## src/rtl/core/bced_pkg.sv

```systemverilog
package bced_pkg;

   typedef enum logic [1:0] {
      PH_IDLE   = 2'd0,
      PH_DOWN   = 2'd1,
      PH_UP     = 2'd2,
      PH_DOUBLE = 2'd3
   } phase_type;

   typedef enum logic [1:0] {
      PV_NONE   = 2'd0,
      PV_DOWN   = 2'd1,
      PV_DOUBLE = 2'd2,
      PV_LONG   = 2'd3
   } prev_type;

   typedef enum logic [2:0] {
      EV_NONE      = 3'd0,
      EV_DOWN      = 3'd1,
      EV_RELEASE   = 3'd2,
      EV_DOUBLE    = 3'd3,
      EV_LONG      = 3'd4,
      EV_LONG_FREE = 3'd5
   } event_type;

   localparam logic [2:0] CSR_TRIGGER_LEVEL       = 3'd0;
   localparam logic [2:0] CSR_INITIAL_LEVEL       = 3'd1;
   localparam logic [2:0] CSR_DEBOUNCE_TICKS      = 3'd2;
   localparam logic [2:0] CSR_LONG_TICKS          = 3'd3;
   localparam logic [2:0] CSR_DOUBLE_TICKS        = 3'd4;
   localparam logic [2:0] CSR_POWER_BUTTON        = 3'd5;
   localparam logic [2:0] CSR_CLICK_AFTER_WINDOW  = 3'd6;
   localparam logic [2:0] CSR_LONG_RELEASE_SILENT = 3'd7;

   localparam logic [7:0] POWER_LONG_TICKS = 8'd200;
   localparam logic [7:0] HOLD_CEILING     = 8'hFF;

   typedef struct packed {
      logic       trigger_level;
      logic       initial_level;
      logic [7:0] debounce_ticks;
      logic [7:0] long_ticks;
      logic [7:0] double_ticks;
      logic       power_button;
      logic       click_after_window;
      logic       long_release_silent;
   } cfg_type;

   typedef struct packed {
      logic       stable_level;
      logic [7:0] debounce_count;
      phase_type  press_phase;
      prev_type   previous_phase;
      event_type  last_event;
      logic [7:0] hold_count;
      logic [7:0] window_count;
   } state_type;

   typedef struct packed {
      event_type event_first;
      event_type event_second;
      phase_type press_state;
      event_type trigger_event;
   } result_type;

endpackage

```

## src/rtl/core/bced_step.sv

```systemverilog
module bced_step
   import bced_pkg::*;
(
   input  cfg_type    cfg,
   input  state_type  state_cur,
   input  logic       level,
   output state_type  state_nxt,
   output result_type result
);

   typedef struct packed {
      event_type  ev0;
      event_type  ev1;
      logic [1:0] cnt;
   } ev_pair_type;

   // Appends an event; a third one in the same tick is dropped.
   function automatic ev_pair_type push(ev_pair_type p, event_type e);
      ev_pair_type q;
      q = p;
      if (p.cnt == 2'd0) begin
         q.ev0 = e;
         q.cnt = 2'd1;
      end else if (p.cnt == 2'd1) begin
         q.ev1 = e;
         q.cnt = 2'd2;
      end
      return q;
   endfunction

   always_comb begin
      state_type   s;
      ev_pair_type ev;
      s  = state_cur;
      ev = '{ev0: EV_NONE, ev1: EV_NONE, cnt: 2'd0};

      // Debounce: the counter only moves while the level differs.
      if (level != s.stable_level) begin
         s.debounce_count = s.debounce_count + 8'd1;
         if (s.debounce_count >= cfg.debounce_ticks) begin
            s.stable_level   = level;
            s.debounce_count = 8'd0;
            if (s.press_phase == PH_IDLE || s.press_phase == PH_DOUBLE) begin
               s.press_phase = PH_DOWN;
            end else if (s.press_phase == PH_DOWN) begin
               s.press_phase = PH_UP;
               ev = push(ev, EV_RELEASE);
            end
         end
      end

      if (s.press_phase == PH_DOWN && s.stable_level == cfg.trigger_level) begin
         s.last_event = EV_DOWN;
         s.hold_count = s.hold_count + 8'd1;
         if (!cfg.power_button) begin
            if (s.hold_count >= cfg.long_ticks) begin
               if (s.previous_phase != PV_LONG) begin
                  s.last_event     = EV_LONG;
                  ev               = push(ev, EV_LONG);
                  s.hold_count     = 8'd0;
                  s.previous_phase = PV_LONG;
               end else begin
                  ev = push(ev, EV_DOWN);
               end
               if (s.hold_count == HOLD_CEILING) s.hold_count = cfg.long_ticks;
            end
         end else begin
            if (s.hold_count >= POWER_LONG_TICKS) begin
               if (s.previous_phase != PV_LONG) begin
                  s.last_event     = EV_LONG;
                  ev               = push(ev, EV_LONG);
                  s.hold_count     = 8'd0;
                  s.press_phase    = PH_IDLE;
                  s.previous_phase = PV_LONG;
               end
               if (s.hold_count == HOLD_CEILING) s.hold_count = cfg.long_ticks;
            end
         end
      end else if (s.press_phase == PH_DOWN || s.press_phase == PH_UP) begin
         // Release handling; a down phase whose level is not pressed lands here too.
         if (s.last_event == EV_DOWN) begin
            if (s.window_count <= cfg.double_ticks && s.previous_phase == PV_DOUBLE) begin
               s.last_event     = EV_DOUBLE;
               ev               = push(ev, EV_DOUBLE);
               s.press_phase    = PH_IDLE;
               s.previous_phase = PV_NONE;
            end else begin
               s.window_count = 8'd0;
               s.hold_count   = 8'd0;
               if (!cfg.click_after_window) ev = push(ev, EV_DOWN);
               s.press_phase    = PH_DOUBLE;
               s.previous_phase = PV_DOUBLE;
            end
         end else if (s.last_event == EV_LONG) begin
            if (!cfg.long_release_silent) ev = push(ev, EV_LONG_FREE);
            s.hold_count     = 8'd0;
            s.press_phase    = PH_IDLE;
            s.previous_phase = PV_NONE;
         end
      end else if (s.press_phase == PH_DOUBLE) begin
         s.window_count = s.window_count + 8'd1;
         if (s.window_count >= cfg.double_ticks) begin
            s.press_phase    = PH_IDLE;
            s.previous_phase = PV_NONE;
         end
         if (cfg.click_after_window && s.window_count >= cfg.double_ticks &&
             s.previous_phase != PV_DOWN) begin
            s.window_count   = 8'd0;
            ev               = push(ev, EV_DOWN);
            s.press_phase    = PH_IDLE;
            s.previous_phase = PV_DOWN;
         end
      end

      state_nxt            = s;
      result.event_first   = ev.ev0;
      result.event_second  = ev.ev1;
      result.press_state   = s.press_phase;
      result.trigger_event = s.last_event;
   end

endmodule

```

## src/rtl/core/button_click_event_detector_core.sv

```systemverilog
// Channel   Direction  Transaction content
// req_*     in         one scan tick: sampled button level
// rsp_*     out        one result per tick: two events, press phase, last trigger
// csr_*     in         register write, no wait and no read-back
//
// Each tick passes through the input register, then through the press logic into
// the result register. The press state updates as the tick leaves the input
// register, so a new tick is accepted every cycle unless the result is stalled.
// A stalled result holds in the output register while one more tick waits at
// the input. Reset is synchronous and loads the register defaults.
module button_click_event_detector_core
   import bced_pkg::*;
(
   input  logic        clock,
   input  logic        reset,
   input  logic        req_tvalid,
   output logic        req_tready,
   input  logic [7:0]  req_tdata,   // [0] level, [7:1] zero
   output logic        rsp_tvalid,
   input  logic        rsp_tready,
   output logic [15:0] rsp_tdata,   // [2:0] event_first, [5:3] event_second,
                                    // [7:6] press_state, [10:8] trigger_event,
                                    // [15:11] zero
   input  logic        csr_we,
   input  logic [2:0]  csr_index,
   input  logic [7:0]  csr_wdata
);

   cfg_type    cfg_ff;
   state_type  state_ff;
   state_type  state_in;
   result_type result_in;
   result_type rsp_ff;
   logic       in_valid_ff;
   logic       level_ff;
   logic       rsp_valid_ff;
   logic       advance;

   assign advance    = in_valid_ff && (!rsp_valid_ff || rsp_tready);
   assign req_tready = !in_valid_ff || advance;
   assign rsp_tvalid = rsp_valid_ff;
   assign rsp_tdata  = {5'd0, rsp_ff.trigger_event, rsp_ff.press_state,
                        rsp_ff.event_second, rsp_ff.event_first};

   bced_step u_step (
      .cfg       (cfg_ff),
      .state_cur (state_ff),
      .level     (level_ff),
      .state_nxt (state_in),
      .result    (result_in)
   );

   always_ff @(posedge clock) begin
      if (reset) begin
         in_valid_ff <= 1'b0;
      end else if (req_tready) begin
         in_valid_ff <= req_tvalid;
      end
      if (req_tready && req_tvalid) level_ff <= req_tdata[0];
   end

   always_ff @(posedge clock) begin
      if (reset) begin
         rsp_valid_ff <= 1'b0;
      end else if (advance) begin
         rsp_valid_ff <= 1'b1;
      end else if (rsp_tready) begin
         rsp_valid_ff <= 1'b0;
      end
      if (advance) rsp_ff <= result_in;
   end

   always_ff @(posedge clock) begin
      if (reset) begin
         cfg_ff.trigger_level       <= 1'b0;
         cfg_ff.initial_level       <= 1'b1;
         cfg_ff.debounce_ticks      <= 8'd3;
         cfg_ff.long_ticks          <= 8'd50;
         cfg_ff.double_ticks        <= 8'd15;
         cfg_ff.power_button        <= 1'b0;
         cfg_ff.click_after_window  <= 1'b0;
         cfg_ff.long_release_silent <= 1'b0;
         state_ff.stable_level      <= 1'b1;
         state_ff.debounce_count    <= 8'd0;
         state_ff.press_phase       <= PH_IDLE;
         state_ff.previous_phase    <= PV_NONE;
         state_ff.last_event        <= EV_NONE;
         state_ff.hold_count        <= 8'd0;
         state_ff.window_count      <= 8'd0;
      end else begin
         if (advance) state_ff <= state_in;
         if (csr_we) begin
            unique case (csr_index)
               CSR_TRIGGER_LEVEL:       cfg_ff.trigger_level       <= csr_wdata[0];
               CSR_INITIAL_LEVEL: begin
                  // Writing the initial level also reloads the stable level.
                  cfg_ff.initial_level  <= csr_wdata[0];
                  state_ff.stable_level <= csr_wdata[0];
               end
               CSR_DEBOUNCE_TICKS:      cfg_ff.debounce_ticks      <= csr_wdata;
               CSR_LONG_TICKS:          cfg_ff.long_ticks          <= csr_wdata;
               CSR_DOUBLE_TICKS:        cfg_ff.double_ticks        <= csr_wdata;
               CSR_POWER_BUTTON:        cfg_ff.power_button        <= csr_wdata[0];
               CSR_CLICK_AFTER_WINDOW:  cfg_ff.click_after_window  <= csr_wdata[0];
               CSR_LONG_RELEASE_SILENT: cfg_ff.long_release_silent <= csr_wdata[0];
               default: ;
            endcase
         end
      end
   end

endmodule

```

## config.mk

```make
export PLATFORM = sky130hd
export DESIGN_NAME = button_click_event_detector_core
export DESIGN_NICKNAME = d
export VERILOG_FILES = /design/src/rtl/core/bced_pkg.sv /design/src/rtl/core/bced_step.sv /design/src/rtl/core/button_click_event_detector_core.sv
export SDC_FILE = /design/constraint.sdc
export NUM_CORES = 1
export LEC_CHECK = 0
export BUFFER_PORTS_ARGS = -buffer_cell sky130_fd_sc_hd__buf_2
export CAP_MARGIN = 30
export CORE_ASPECT_RATIO = 0.7
export CORE_MARGIN = 2
export CORE_UTILIZATION = 55
export CTS_BUF_LIST = sky130_fd_sc_hd__clkbuf_16
export CTS_CLUSTER_SIZE = 25
export DETAILED_ROUTE_END_ITERATION = 6
export PLACE_DENSITY = 0.75
export SLEW_MARGIN = 20
export SYNTH_ARGS = -nofsm -noshare
export SYNTH_HDL_FRONTEND = slang
export SYNTH_HIERARCHICAL = 1
export SYNTH_SLANG_ARGS = --single-unit
```

## constraint.sdc

```tcl
create_clock -name clock -period 10 [get_ports clock]
set_input_delay 0 -clock clock [delete_from_list [all_inputs] [get_ports clock]]
set_output_delay 0 -clock clock [all_outputs]
set_load 0.1 [all_outputs]
```

---- Yosys cells after proc, flatten, opt, wreduce, memory -nomap -nowiden ----
Cells that the tools add are included.
operators by class
  add/subtract/negate cells ............... 3
  order comparisons ....................... 5
  equal/unequal tests ..................... 29
  multiplexer cells ....................... 79
  bitwise logic cells ..................... 1
  reduce and logical (&&, ||, !) cells .... 31
operators by type and width
  cell                   number
  $mux W8                26
  $mux W15               6
  $mux W13               6
  $mux W4                10
  $mux W11               3
  $mux W32               1
  $mux W3                10
  $add A8 B1 Y8 const B  3
  $ge A8 B8 Y1           3
  $mux W5                4
  $eq A8 B8 Y1 const B   2
  $mux W16               1
  $reduce_and A2 Y1      8
  $eq A3 B3 Y1 const B   5
  $mux W2                7
  $eq A2 B2 Y1 const B   4
  $ge A8 B8 Y1 const B   1
  $le A8 B8 Y1           1
  $ne A2 B2 Y1 const B   4
  $mux W7                1
  $eq A2 B1 Y1 const B   3
  $eq A3 B1 Y1 const B   2
  $eq A3 B2 Y1 const B   2
  $logic_and A1 B1 Y1    6
  17 further kinds       29
word-level totals
  register bits after elaboration ......... 74
  bits of input ports ..................... 24
  output and inout port bits .............. 18
  logic and storage cells ................. 169

---- Logic depth before layout (Yosys ltp) ----
  word-level depth ........................ 18
  depth in mapped cells ................... 21
  gate-level depth less buffers ........... 20

---- By module ----
The synthesis kept the hierarchy.
modules (own cells, without submodules)
  module                            instances  cells an instance  area each (um^2)  seq. area each (um^2)
  button_click_event_detector_core  1          293                2745.1            1621.6
  bced_step                         1          325                2207.1            0.0

---- Worst setup path before layout ----
Ideal clock, no wire load.
  path kind ............................... register -> register
  from .................................... register state_ff[23] (netlist name)
  to ...................................... register state_ff[0] (netlist name)
  library setup time ...................... 0.134 ns
  arrival ................................. 3.737 ns
  data required time ...................... 9.866 ns
  path slack .............................. 6.130 ns
  stages on the path, launching flop included .. 19
  path buffers ............................ 0
  period minus slack after synthesis ...... 3.870 ns
  cell sequence ........................... dfxtp_1 > ha_1 > nand3_1 > nor2_1 > xor2_1 > ha_1 > o21a_1 > a21oi_1 > o31ai_4 > nor2b_1 > nand2_1 > o21a_1 > inv_1 > ha_1 > nor4_1 > o21ai_0 > mux2_2 > nand2_1 > a21oi_1
between the ends
  longest elaborated chain between the ends .. 8
  elaborated cells on any way between the ends .. 16
  those cells by class .................... add/sub: 1; order compare: 1; eq/ne: 6; mux: 3; bitwise: 1; reduce/logical: 4
ends and longest elaborated chain
  what                                                       RTL line                                text
  start: declaration                                         button_click_event_detector_core.sv:30  state_type state_ff;
  start signal: assignment                                   button_click_event_detector_core.sv:91  if (advance) state_ff <= state_in;
  $add A8 B1 Y8 (*)                                          bced_step.sv:39                         s.debounce_count = s.debounce_count + 8'd1;
  $ge A8 B8 Y1 (*)                                           bced_step.sv:40                         if (s.debounce_count >= cfg.debounce_ticks) begin
  $mux W11 (*)                                               bced_step.sv:40
  $mux W11 (*)                                               bced_step.sv:38                         if (level != s.stable_level) begin
  $eq A2 B1 Y1 (tied with other cells)                       bced_step.sv:52, bced_step.sv:79
  $logic_or A1 B1 Y1 or $logic_and A1 B1 Y1 (tied branches)  bced_step.sv:79, bced_step.sv:52
  $ne A2 B2 Y1 (no source line) (tied with other cells)      -
  $reduce_and A5 Y1 (no source line)                         -
Mark *: on every way between the ends. The rest lies on a longest branch, timed or not.
A chain may end at the register's enable or synchronous reset.

---- Final worst setup path ----
  from .................................... register state_ff[25] (netlist name)
  to ...................................... register state_ff[0] (netlist name)
The elaborated chain is that of the path after synthesis.

==> results.py <==
metrics = {
    "status": {
        "status": "finished, final reports clean",
    },
    "pwr": {
        "ir_drop_mv": 0.0900,
        "swShare": 0.272,
        "leakage_nw": 2.27,
        "p_int_mw": 0.534,
        "power_frac_comb": 0.127,
        "p_per_area_nw_per_um2": 134,
        "power.switching_mw": 0.199,
        "p_seq_frac": 0.428,
        "pwr-share-clk": 0.446,
    },
    "sta": {
        "max_clock_freq_mhz": 210,
        "setup_viol": 0,
        "finalHoldViolCount": 0,
        "skew_ns": 0.00766,
        "drv_slew": 0,
        "relSlewSlack": 0.465,
        "min_period_ns": 4.76,
        "tightestPinTransition_ns": 0.803,
        "rsz0062_at_grt": "no",
        "fin_crit_sh": 0.476,
        "setup_tns_ns": 0,
    },
    "cells_and_area": {
        "fin_util": 0.635,
        "final_cell_mix": "nand2_1, dfxtp_1, a21oi_1",
        "drive_above_1_share": 0.108,
        "syn_to_final_growth_pct": 10.8,
        "mostFrequentLayoutCell": "nand2_1",
        "num-nets-final": 699,
        "antennaDiodeCount": 0,
    },
    "min_path": {
        "hold_path.class": "in -> reg",
    },
    "clocking": {
        "clk_pin_slew_ns": 0.06,
        "clock-sinks": 74,
        "post_cts_buffers": 0,
        "cts_tree": "done",
        "cts_made_buffers": 9,
        "cts_max_level": 3,
        "root_buffer": "clkbuf_16",
        "clock_latency_ns": 0.34,
        "clockBufferDepth": 2,
    },
    "run": {
        "timing.max_cap.violations": 0,
    },
    "grt": {
        "grt_pass1_vias": 4061,
        "grt_max_degree": 43,
        "grt_usage": 0.258,
        "grt_pass1_wl_um": 19800,
        "overflow": 0,
        "grt_antenna_before_repair": 0,
    },
    "logic_synthesis": {
        "synthCells": 615,
        "synthesis.area_um2": 4920,
        "synth_warnings": 6,
        "syn_area_per_cell_um2": 8.00,
    },
    "die": {
        "dieArea_um2": 9730,
        "start_util": 0.573,
        "fp.coreArea_um2": 8580,
        "io-pin-count": 42,
        "die_x_um": 117,
        "die_h_um": 83.1,
        "rows": 28,
    },
    "routing": {
        "first_iter_violations": 326,
        "drtPass1Iterations": 7,
        "viasPerCell": 5.74,
        "routed_wl_um": 12000,
        "drc": 0,
        "drtAntennaViolNets": 0,
        "wl_per_cell_um": 15.7,
        "dr_total_vias": 4371,
    },
    "worst_setup_path": {
        "crit_path_max_fanout": 10,
        "r2r_setup_slack_ns": 5.24,
        "cp_data_arrival_time_ns": 4.96,
        "setup.worst_path.end_class": "flop",
        "criticalPathCategory": "reg -> reg",
        "required_ns": 10.19,
        "start_kind": "flop",
    },
    "placement": {
        "hpwl_um": 8300,
        "gp_congestion": 0.908,
        "port_buffers": 29,
    },
}
## critical path, stage by stage, from the launching register on
cell,delay [ns]
dfxtp_1,0.44
nand2_1,0.08
nor2_1,0.24
and3_1,0.21
xor2_1,0.29
ha_1,0.20
nand4_1,0.14
o31ai_4,0.50
nor2b_1,0.33
nand2_1,0.11
o21ai_0,0.15
ha_1,0.36
nor4_1,0.61
o21ai_0,0.43
mux2_2,0.37
nand2_1,0.06
a21oi_1,0.08
## routing by layer
metal | wire length [um] | vias to the layer above | part of all wire | GRT usage
met3 | 791 | 14 | 0.066 | 0.0533
met5 | 0 | - | 0 | 0
met4 | 100 | 0 | 0.0084 | 0.0567
met2 | 5300 | 141 | 0.44 | 0.406
met1 | 5780 | 2056 | 0.48 | 0.365
li1 | - | 2160 | - | -
## final cells by class
cell class                 count  area [um2]
sequential                    74        1600
timing repair buffer          44         298
tap                          120         150
clock inverter                 5        35.0
inverter                      35         131
multi-input combinational    472        2960
clock buffer                  11         275
fill                         750        3130
## final timing paths
kind,start,end,cells past startpoint
min,csr_index[2],cfg_ff[1],4
max,state_ff[25],state_ff[0],16
max reg2reg,state_ff[25],state_ff[0],16
min reg2reg,cfg_ff[14],cfg_ff[14],2
## state kept, by name (all words and copies together) (netlist names)
| register | count |
|---|---|
| cfg_ff | 28 |
| in_valid_ff | 1 |
| level_ff | 1 |
| rsp_tdata | 11 |
| rsp_tvalid | 1 |
| state_ff | 32 |
## stage by stage
stage	setup slack (ns)	cells	power, mW	hold slack (ns)	cell area, um2
floorplan	6.13	619	0.390	0.0989	4940
global placement	5.39	733	0.405	0.179	5010
detailed placement	5.30	734	0.408	0.179	5030
CTS	5.29	761	0.738	0.0736	5450
global route	4.90	761	0.760	0.115	5450
finish	5.24	761	0.733	0.100	5450
## what timing repair did
item,in CTS,in global routing
gates resized for setup,0,0
hold buffers,11,0
endpoints found under the hold margin,26,0
## power groups by stage
stage | sequential [mW] | combinational, mW | clock (mW)
global placement | 0.320 | 0.0853 | 0
global route | 0.314 | 0.0996 | 0.346
CTS | 0.313 | 0.0914 | 0.334
floorplan | 0.333 | 0.0569 | 0
detailed placement | 0.320 | 0.0876 | 0
finish | 0.313 | 0.0929 | 0.327
(Power assumes the default switching activity.)
